**config.mk**
```make
export PLATFORM = sky130hd
export DESIGN_NAME = imu_frame_parser_top
export DESIGN_NICKNAME = d
export VERILOG_FILES = /design/src/design/ifp_pkg.sv /design/src/design/ifp_front.sv /design/src/design/ifp_queue.sv /design/src/design/ifp_back.sv /design/src/design/imu_frame_parser_top.sv
export SDC_FILE = /design/constraint.sdc
export NUM_CORES = 2
export LEC_CHECK = 0
export BUFFER_PORTS_ARGS = -buffer_cell sky130_fd_sc_hd__buf_2
export CORE_MARGIN = 10
export CORE_UTILIZATION = 50
export CTS_CLUSTER_DIAMETER = 40
export DETAILED_ROUTE_END_ITERATION = 7
export PLACE_DENSITY_LB_ADDON = 0.2
export SLEW_MARGIN = 25
export SYNTH_ARGS = -nofsm -noshare
export SYNTH_HDL_FRONTEND = slang
export SYNTH_SLANG_ARGS = --single-unit
```
**constraint.sdc**
```tcl
create_clock -name clk_i -period 14.3 [get_ports clk_i]
set_clock_uncertainty 0.05 [all_clocks]
set_input_delay 0 -clock clk_i [delete_from_list [all_inputs] [get_ports clk_i]]
set_output_delay 0 -clock clk_i [all_outputs]
set_load 0.03 [all_outputs]
```
**src/design/ifp_pkg.sv**
```systemverilog
package ifp_pkg;

  localparam int FRAME_BYTES = 11;
  localparam int QUEUE_DEPTH = 2;
  localparam int BYTE_W      = 8;
  localparam int RAW_W       = 16;
  localparam int GAIN_W      = 21;
  localparam int AXIS_W      = 20;
  localparam int KIND_W      = 2;
  localparam int CFG_IDX_W   = 2;
  localparam int FILL_W      = $clog2(FRAME_BYTES);
  localparam int FRAC_BITS   = 16;
  localparam int PROD_W      = RAW_W + GAIN_W;

  localparam logic [BYTE_W-1:0] SYNC_BYTE  = 8'h55;
  localparam logic [BYTE_W-1:0] HDR_MASK   = 8'h50;
  localparam logic [BYTE_W-1:0] KIND_FIRST = 8'h51;
  localparam logic [BYTE_W-1:0] KIND_LAST  = 8'h54;

  localparam logic [GAIN_W-1:0] ACCEL_GAIN_RST = 21'd314;
  localparam logic [GAIN_W-1:0] GYRO_GAIN_RST  = 21'd4000;
  localparam logic [GAIN_W-1:0] ANGLE_GAIN_RST = 21'd360;
  localparam logic [GAIN_W-1:0] MAG_GAIN_RST   = 21'd65536;

  typedef enum logic [CFG_IDX_W-1:0] {
    CFG_ACCEL_GAIN = 2'd0,
    CFG_GYRO_GAIN  = 2'd1,
    CFG_ANGLE_GAIN = 2'd2,
    CFG_MAG_GAIN   = 2'd3
  } cfg_reg_e;

  typedef enum logic [KIND_W-1:0] {
    KIND_ACCEL = 2'd0,
    KIND_GYRO  = 2'd1,
    KIND_ANGLE = 2'd2,
    KIND_MAG   = 2'd3
  } kind_e;

  typedef struct packed {
    kind_e                   kind;
    logic signed [RAW_W-1:0] raw_x;
    logic signed [RAW_W-1:0] raw_y;
    logic signed [RAW_W-1:0] raw_z;
  } ifp_frame_t;

  typedef struct packed {
    logic       valid;
    ifp_frame_t frame;
  } ifp_beat_t;

endpackage

```
**src/design/ifp_front.sv**
```systemverilog
module ifp_front (
  input  logic                          clk_i,
  input  logic                          rst_ni,
  input  logic                          in_valid_i,
  input  logic                          in_ready_i,
  input  logic [ifp_pkg::BYTE_W-1:0]    rx_byte_i,
  output ifp_pkg::ifp_beat_t            push_o
);
  import ifp_pkg::*;

  localparam int WIN_DEPTH = FRAME_BYTES - 1;
  localparam logic [FILL_W-1:0] LAST_FILL = FILL_W'(FRAME_BYTES - 1);

  logic [BYTE_W-1:0] win_q [WIN_DEPTH];
  logic [BYTE_W-1:0] win_d [WIN_DEPTH];
  logic [FILL_W-1:0] fill_q, fill_d;
  logic              accept;
  logic              hdr_ok;
  logic              kind_known;
  logic [BYTE_W-1:0] kind_off;

  assign accept     = in_valid_i && in_ready_i;
  assign hdr_ok     = (win_q[0] == SYNC_BYTE) && ((win_q[1] & HDR_MASK) == HDR_MASK);
  assign kind_known = (win_q[1] >= KIND_FIRST) && (win_q[1] <= KIND_LAST);
  assign kind_off   = win_q[1] - KIND_FIRST;

  always_comb begin
    win_d        = win_q;
    fill_d       = fill_q;
    push_o.valid = 1'b0;
    push_o.frame.kind  = kind_e'(kind_off[KIND_W-1:0]);
    push_o.frame.raw_x = $signed({win_q[3], win_q[2]});
    push_o.frame.raw_y = $signed({win_q[5], win_q[4]});
    push_o.frame.raw_z = $signed({win_q[7], win_q[6]});
    if (accept) begin
      if (fill_q == LAST_FILL) begin
        if (hdr_ok) begin
          fill_d       = '0;
          push_o.valid = kind_known;
        end else begin
          for (int i = 0; i < WIN_DEPTH - 1; i++) begin
            win_d[i] = win_q[i+1];
          end
          win_d[WIN_DEPTH-1] = rx_byte_i;
          fill_d             = LAST_FILL;
        end
      end else begin
        win_d[fill_q] = rx_byte_i;
        fill_d        = fill_q + 1'b1;
      end
    end
  end

  always_ff @(posedge clk_i or negedge rst_ni) begin
    if (!rst_ni) begin
      fill_q <= '0;
    end else begin
      fill_q <= fill_d;
    end
  end

  always_ff @(posedge clk_i) begin
    win_q <= win_d;
  end

endmodule

```
**src/design/ifp_queue.sv**
```systemverilog
module ifp_queue #(
  parameter int DEPTH = ifp_pkg::QUEUE_DEPTH
) (
  input  logic               clk_i,
  input  logic               rst_ni,
  input  ifp_pkg::ifp_beat_t push_i,
  input  logic               pop_i,
  output ifp_pkg::ifp_beat_t head_o,
  output logic               full_o
);
  import ifp_pkg::*;

  localparam int PTR_W = (DEPTH > 1) ? $clog2(DEPTH) : 1;
  localparam int CNT_W = $clog2(DEPTH + 1);
  localparam logic [PTR_W-1:0] LAST_PTR = PTR_W'(DEPTH - 1);
  localparam logic [CNT_W-1:0] FULL_CNT = CNT_W'(DEPTH);

  ifp_frame_t        mem_q [DEPTH];
  logic [PTR_W-1:0]  wr_ptr_q, wr_ptr_d;
  logic [PTR_W-1:0]  rd_ptr_q, rd_ptr_d;
  logic [CNT_W-1:0]  cnt_q, cnt_d;
  logic              do_push, do_pop;

  assign full_o       = (cnt_q == FULL_CNT);
  assign head_o.valid = (cnt_q != '0);
  assign head_o.frame = mem_q[rd_ptr_q];
  assign do_push      = push_i.valid && !full_o;
  assign do_pop       = pop_i && head_o.valid;

  always_comb begin
    wr_ptr_d = wr_ptr_q;
    rd_ptr_d = rd_ptr_q;
    cnt_d    = cnt_q;
    if (do_push) begin
      wr_ptr_d = (wr_ptr_q == LAST_PTR) ? '0 : wr_ptr_q + 1'b1;
    end
    if (do_pop) begin
      rd_ptr_d = (rd_ptr_q == LAST_PTR) ? '0 : rd_ptr_q + 1'b1;
    end
    if (do_push && !do_pop) begin
      cnt_d = cnt_q + 1'b1;
    end else if (do_pop && !do_push) begin
      cnt_d = cnt_q - 1'b1;
    end
  end

  always_ff @(posedge clk_i or negedge rst_ni) begin
    if (!rst_ni) begin
      wr_ptr_q <= '0;
      rd_ptr_q <= '0;
      cnt_q    <= '0;
    end else begin
      wr_ptr_q <= wr_ptr_d;
      rd_ptr_q <= rd_ptr_d;
      cnt_q    <= cnt_d;
    end
  end

  always_ff @(posedge clk_i) begin
    if (do_push) begin
      mem_q[wr_ptr_q] <= push_i.frame;
    end
  end

endmodule

```
**src/design/ifp_back.sv**
```systemverilog
module ifp_back (
  input  logic                              clk_i,
  input  logic                              rst_ni,
  input  logic                              cfg_we_i,
  input  logic [ifp_pkg::CFG_IDX_W-1:0]     cfg_idx_i,
  input  logic [ifp_pkg::GAIN_W-1:0]        cfg_data_i,
  input  ifp_pkg::ifp_beat_t                head_i,
  output logic                              pop_o,
  output logic                              out_valid_o,
  input  logic                              out_ready_i,
  output logic [ifp_pkg::KIND_W-1:0]        kind_o,
  output logic signed [ifp_pkg::AXIS_W-1:0] axis_x_o,
  output logic signed [ifp_pkg::AXIS_W-1:0] axis_y_o,
  output logic signed [ifp_pkg::AXIS_W-1:0] axis_z_o
);
  import ifp_pkg::*;

  localparam int Q_W = PROD_W - FRAC_BITS;

  function automatic logic signed [AXIS_W-1:0] sat_axis(logic signed [PROD_W-1:0] prod);
    logic signed [Q_W-1:0] q;
    q = prod[PROD_W-1:FRAC_BITS];
    if (q[Q_W-1:AXIS_W-1] == '0 || q[Q_W-1:AXIS_W-1] == '1) begin
      return q[AXIS_W-1:0];
    end else if (q[Q_W-1]) begin
      return {1'b1, {(AXIS_W-1){1'b0}}};
    end else begin
      return {1'b0, {(AXIS_W-1){1'b1}}};
    end
  endfunction

  logic [GAIN_W-1:0]        accel_gain_q, gyro_gain_q, angle_gain_q, mag_gain_q;
  logic [GAIN_W-1:0]        gain;
  logic                     adv_out, adv_mul;
  logic                     mul_valid_q;
  kind_e                    mul_kind_q;
  logic signed [PROD_W-1:0] prod_x_q, prod_y_q, prod_z_q;
  logic                     out_valid_q;
  logic [KIND_W-1:0]        kind_q;
  logic signed [AXIS_W-1:0] axis_x_q, axis_y_q, axis_z_q;

  assign adv_out = !out_valid_q || out_ready_i;
  assign adv_mul = !mul_valid_q || adv_out;
  assign pop_o   = adv_mul && head_i.valid;

  always_comb begin
    case (head_i.frame.kind)
      KIND_ACCEL: gain = accel_gain_q;
      KIND_GYRO:  gain = gyro_gain_q;
      KIND_ANGLE: gain = angle_gain_q;
      KIND_MAG:   gain = mag_gain_q;
      default:    gain = mag_gain_q;
    endcase
  end

  always_ff @(posedge clk_i or negedge rst_ni) begin
    if (!rst_ni) begin
      accel_gain_q <= ACCEL_GAIN_RST;
      gyro_gain_q  <= GYRO_GAIN_RST;
      angle_gain_q <= ANGLE_GAIN_RST;
      mag_gain_q   <= MAG_GAIN_RST;
    end else if (cfg_we_i) begin
      case (cfg_reg_e'(cfg_idx_i))
        CFG_ACCEL_GAIN: accel_gain_q <= cfg_data_i;
        CFG_GYRO_GAIN:  gyro_gain_q  <= cfg_data_i;
        CFG_ANGLE_GAIN: angle_gain_q <= cfg_data_i;
        CFG_MAG_GAIN:   mag_gain_q   <= cfg_data_i;
        default: ;
      endcase
    end
  end

  always_ff @(posedge clk_i or negedge rst_ni) begin
    if (!rst_ni) begin
      mul_valid_q <= 1'b0;
      out_valid_q <= 1'b0;
    end else begin
      if (adv_mul) begin
        mul_valid_q <= head_i.valid;
      end
      if (adv_out) begin
        out_valid_q <= mul_valid_q;
      end
    end
  end

  always_ff @(posedge clk_i) begin
    if (pop_o) begin
      mul_kind_q <= head_i.frame.kind;
      prod_x_q   <= $signed(head_i.frame.raw_x) * $signed({1'b0, gain});
      prod_y_q   <= $signed(head_i.frame.raw_y) * $signed({1'b0, gain});
      prod_z_q   <= $signed(head_i.frame.raw_z) * $signed({1'b0, gain});
    end
    if (adv_out && mul_valid_q) begin
      kind_q   <= mul_kind_q;
      axis_x_q <= sat_axis(prod_x_q);
      axis_y_q <= sat_axis(prod_y_q);
      axis_z_q <= sat_axis(prod_z_q);
    end
  end

  assign out_valid_o = out_valid_q;
  assign kind_o      = kind_q;
  assign axis_x_o    = axis_x_q;
  assign axis_y_o    = axis_y_q;
  assign axis_z_o    = axis_z_q;

endmodule

```
**src/design/imu_frame_parser_top.sv**
```systemverilog
// One received byte is taken in every cycle while the frame queue has room.
// After the edge that takes a frame's last byte, its result passes the queue, the gain
// multiplier register and the output register in that order; output stalls can hold it.
// Throughput is one byte per cycle if the queue has room, set by the front window update.
// Reset is asynchronous and active low; it empties the window, queue and pipeline
// and loads the default gains. There is no clearing pass after reset.
module imu_frame_parser_top #(
  parameter int QUEUE_DEPTH = ifp_pkg::QUEUE_DEPTH
) (
  input  logic                              clk_i,
  input  logic                              rst_ni,
  input  logic                              cfg_we_i,
  input  logic [ifp_pkg::CFG_IDX_W-1:0]     cfg_idx_i,
  input  logic [ifp_pkg::GAIN_W-1:0]        cfg_data_i,
  input  logic                              in_valid_i,
  output logic                              in_ready_o,
  input  logic [ifp_pkg::BYTE_W-1:0]        rx_byte_i,
  output logic                              out_valid_o,
  input  logic                              out_ready_i,
  output logic [ifp_pkg::KIND_W-1:0]        kind_o,
  output logic signed [ifp_pkg::AXIS_W-1:0] axis_x_o,
  output logic signed [ifp_pkg::AXIS_W-1:0] axis_y_o,
  output logic signed [ifp_pkg::AXIS_W-1:0] axis_z_o
);
  import ifp_pkg::*;

  ifp_beat_t push;
  ifp_beat_t head;
  logic      pop;
  logic      queue_full;

  assign in_ready_o = !queue_full;

  ifp_front u_front (
    .clk_i      (clk_i),
    .rst_ni     (rst_ni),
    .in_valid_i (in_valid_i),
    .in_ready_i (in_ready_o),
    .rx_byte_i  (rx_byte_i),
    .push_o     (push)
  );

  ifp_queue #(
    .DEPTH (QUEUE_DEPTH)
  ) u_queue (
    .clk_i  (clk_i),
    .rst_ni (rst_ni),
    .push_i (push),
    .pop_i  (pop),
    .head_o (head),
    .full_o (queue_full)
  );

  ifp_back u_back (
    .clk_i       (clk_i),
    .rst_ni      (rst_ni),
    .cfg_we_i    (cfg_we_i),
    .cfg_idx_i   (cfg_idx_i),
    .cfg_data_i  (cfg_data_i),
    .head_i      (head),
    .pop_o       (pop),
    .out_valid_o (out_valid_o),
    .out_ready_i (out_ready_i),
    .kind_o      (kind_o),
    .axis_x_o    (axis_x_o),
    .axis_y_o    (axis_y_o),
    .axis_z_o    (axis_z_o)
  );

endmodule

```
* Word level (Yosys, flattened, before mapping) *
Memory sizes are Yosys's and may differ from the RTL's.
Cells that the tools add are included.
Widths: inputs -> output; s select.

word-level totals
  register bits = 349
  bits in writable memories = 100
  logic and storage cells = 112
  memories = 1

memory list
  name           depth  width  rd ports  clocked after Yosys merged registers in  write ports  line             source
  u_queue.mem_q  2      50     1         0                                        1            ifp_queue.sv:18  ifp_frame_t mem_q [DEPTH];

operators by class
  add/subtract/negate cells = 6
  $mul = 3
  order comparisons = 4
  equality and inequality tests = 14
  mux-type cells = 23
  bitwise logic cells = 1
  reduce and logical (&&, ||, !) cells = 32

operators by type and width
  cell                 count
  $mux 80              2
  $mux 20              6
  $mul 16x22->37       3
  $pmux 21 s4          1
  $bwmux 80            1
  $demux 8 s4          1
  $eq 2x2->1 const B   9
  $logic_and 1x1->1    10
  $logic_not 2->1      5
  $reduce_and 2->1     5
  $eq 8x7->1 const B   1
  $ge 8x7->1 const B   1
  $le 8x7->1 const B   1
  $mux 4               2
  $mux 8               1
  $mux 1               7
  $ge 5x5->1 const B   1
  $logic_not 1->1      5
  $logic_or 1x1->1     5
  $lt 5x1->1 const B   1
  $not 4->5            1
  $add 4x1->4 const B  1
  $eq 2x1->1 const B   2
  $eq 4x4->1 const B   1
  6 further kinds      10

* Logic depth before layout (Yosys ltp) *
  word-level depth = 10
  mapped depth = 32

* Cells and area by module *
From an unflattened synthesis, not the netlist that was laid out.

unflattened totals
  cells, all modules = 4,787
  area, all modules = 49,184.7 µm²

by module, submodules not included
  module                times used  cells an instance  area each (µm²)
  ifp_back              1           4,274              40,875.5
  ifp_front             1           337                4,244.1
  ifp_queue             1           175                4,061.4
  imu_frame_parser_top  1           1                  3.8

* Least setup slack after synthesis *
OpenSTA, ideal clock, no wires.

  path type = register to register
  start = register u_queue.rd_ptr_q
  end = register u_back.prod_z_q[36], data pin
  arrival = 7.468 ns
  slack = 6.645 ns
  cell stages (with the launch flop) = 27
  path through = dfrtp_1 -> buf_2 -> clkbuf_1 -> clkbuf_1 -> mux2_2 -> clkbuf_1 -> nand2_1 -> fa_1 -> inv_1 -> fa_1 -> inv_1 -> fa_1 -> fa_1 -> fa_1 -> fa_1 -> inv_1 -> ha_1 -> a21o_1 -> a21o_1 -> a21oi_1 -> o21ai_0 -> a221oi_1 -> a21oi_2 -> nor2_4 -> o2111ai_4 -> or4_1 -> nand4_1

on the way
  word-level cells in the longest chain between the ends = 4

RTL lines
  item                                line             source
  from (decl)                         ifp_queue.sv:20  logic [PTR_W-1:0] rd_ptr_q, rd_ptr_d;
  from (signal assigned)              ifp_queue.sv:54  rd_ptr_q <= rd_ptr_d;
  $mem_v2 2x50 *                      --
  $eq 2x2->1 (tied with other cells)  ifp_back.sv:47   case (head_i.frame.kind)
  $pmux 21 s4                         ifp_back.sv:47
  $mul 16x22->37 *                    ifp_back.sv:92   prod_z_q <= $signed(head_i.frame.raw_z) * $signed({1'b0, gain});
  to (signal assigned)                ifp_back.sv:92
  to (decl)                           ifp_back.sv:37   logic signed [PROD_W-1:0] prod_x_q, prod_y_q, prod_z_q;

Mark *: on every way between the ends. The rest lies on a longest branch, timed or not.
A chain may end at the register's enable or synchronous reset.

* Final worst setup path *
Same ends and word-level chain as after synthesis.

==> impl_metrics.yaml <==
run_status:
  status: "finished, final reports clean"
min_path:
  worstHoldPathType: "in -> reg"
sta:
  min_period_ns: 9.182
  slew_headroom: 0.2733
  finalCritPeriodShare: 0.6421
  setup_violations: 0
  maxSlewViolCount: 0
  hold_viol: 0
  fin_tns_setup_ns: 0
  rsz0062_at_grt: "no"
  max_freq_mhz: 108.9
  worstMarginPinSlew_ns: 1.060
clocking:
  clk_path_buf_depth: 3
  post_cts_buffers: 0
  htree_num_levels: 2
  cts-resized-gates: 0
  cts-root-buf: "clkbuf_16"
  cts_tree: "built"
  numCtsBuffers: 56
  cts_sinks: 401
  holdBufCountCts: 41
  worstSkewPairLatency_ns: 0.68
  path_clk_slew_ns: 0.06
layout:
  nFillCells: 8519
  multi_input_area_sq_um: 31360
  largest_register_ffs: 100
  drive_gt1_frac: 0.09706
  ff_latch_area_sq_um: 11590
  top_register: "u_queue.mem_q"
  syn_to_final_growth_pct: 9.203
  layout.nets: 6060
worst_setup_path:
  arrival_ns: 9.60
  endpoint_kind: "flip-flop"
  start_kind: "flip-flop"
  critPathKind: "reg -> reg"
  critical-path-max-stage-delay_ns: 0.67
  cp_top_family: "adder cells"
  critPathSlowestCell: "dfrtp_4"
  cp_common_cell: "fa_1"
  cp.required_ns: 14.72
  path_buf_inv: 6
  worstPathMaxFanout: 48
synthesis:
  syn_avg_cell_area_sq_um: 9.926
  synth_async_sr_flop_share: 0.2344
  synth.distinct_cells: 71
  synth_common_cells: "inv_1, fa_1, nand2_1"
  yosysWarningCount: 0
  synth.most_common_cell: "inv_1"
  synth_edf_count: 307
  synth_top_cell_area_share: 0.3322
  ys.flop_type: "edfxtp_1"
  synth_top_cell_by_area: "fa_1"
  syn_inst: 4790
  synth_top_cells_by_area: "fa_1, edfxtp_1, ha_1"
  syn_area_sq_um: 47550
  synth_seq_cells: 401
  ys_seq_area_frac: 0.2438
  syn_nets: 6001
route:
  vias: 32870
  totalWireLength_mm: 123.3
  drtPass1Iterations: 5
  ant_nets: 0
  drc: 0
  viasPerCell: 5.336
  wl_per_cell_microns: 20.01
  drtIter0Drc: 2400
place:
  routabilityCongestion: 0.8666
  place.port_buffers: 99
  dpl.hpwl_mm: 91.10
floorplan:
  die_height_microns: 328.4
  fp.dieW_microns: 328.4
  start_util: 0.5019
  rows: 113
  die-area_sq_um: 107800
  num_io_pins: 100
  core_sq_um: 94730
global_route:
  grt_max_degree: 67
  grt_overflow: 0
  grt_pass1_vias: 34840
  globalRouteTotalUtil: 0.2334
  antenna_found_initial: 1
  grt_pass1_wl_mm: 196.4
run:
  max_cap_viol_count: 0
worst paths after layout:
check	startpoint	end	slack, ns	cells after the start
worst min register to register	u_back.mul_kind_q[1]	u_back.kind_o[1]	0.38	0
worst max-delay path	u_queue.rd_ptr_q	u_back.prod_z_q[36]	5.12	26
min in group asynchronous	rst_ni	u_back.gyro_gain_q[16]	0.29	4
worst max register to register	u_queue.rd_ptr_q	u_back.prod_z_q[36]	5.12	26
max in group asynchronous	rst_ni	u_queue.rd_ptr_q	12.89	4
worst min-delay path	cfg_data_i[13]	u_back.gyro_gain_q[13]	0.08	3
logic make-up after synthesis:
kind of cell,Yosys count,share of synthesized area
muxes,173,0.04076
buffers and inverters,1261,0.09984
and+or+nand+nor,1360,0.1169
adders and majority gates,1175,0.4338
DFF,401,0.2438
xor gates and xnor gates,78,0.01437
AOI/OAI and AO/OA,342,0.05050
metal layers:
layer  global-route usage  routed length, microns  vias up
li1                     -                       -    14770
met1               0.3119                   52550    16760
met2               0.3847                   58080     1085
met3              0.03755                    8099      254
met4              0.07863                    4541        0
met5                    0                       0        -
final cells by class:
type,instances,share of cell area
clock buffer,71,0.02986
timing repair buffer,221,0.02940
multi-input combinational,3128,0.6040
tap,1265,0.03048
clock inverter,32,0.007567
antenna,1,0.00004820
inverter,1041,0.07528
sequential,401,0.2233
through the flow:
| stage | worst slack (ns) | hold slack [ns] | utilization | cells | instance area [sq um] |
|---|---|---|---|---|---|
| 4_1_cts | 5.139 | 0.04281 | 0.5480 | 6159 | 51910 |
| 6_report | 5.118 | 0.08206 | 0.5481 | 6160 | 51920 |
| 2_1_floorplan | 6.645 | -0.3456 | - | 4790 | 47550 |
| 3_3_place_gp | 5.303 | -0.1075 | 0.5228 | 6015 | 49530 |
| 3_5_place_dp | 5.212 | -0.1058 | 0.5230 | 6015 | 49550 |
| 5_1_grt | 4.681 | 0.1049 | 0.5481 | 6159 | 51920 |
layout by cell type (no fill, tap or decap), types with 35 or more instances in the layout:
master	Yosys	final
buf_2	4	98
dfrtp_1	78	77
a21oi_1	73	73
edfxtp_1	307	307
nand2_1	722	722
buf_4	0	82
ha_1	386	386
xnor2_1	53	53
a22o_1	48	48
a21o_1	92	92
nand3_1	35	35
mux2_2	129	129
clkbuf_16	0	58
nor2b_1	39	38
fa_1	789	789
inv_1	1039	1038
dlygate4sd3_1	0	40
nor2_1	449	448
worst reg2reg max path: cells and delay by family, from the launching register on:
kind | cells | cell delay [ns]
simple gates | 4 | 1.03
flops | 1 | 0.67
buf+inv | 6 | 1.58
compound gates | 7 | 1.64
mux | 2 | 0.75
fa+ha+maj | 7 | 3.29
Power is not shown: default switching activity piles up to over one toggle a cycle in this logic, so the estimate is an artifact.
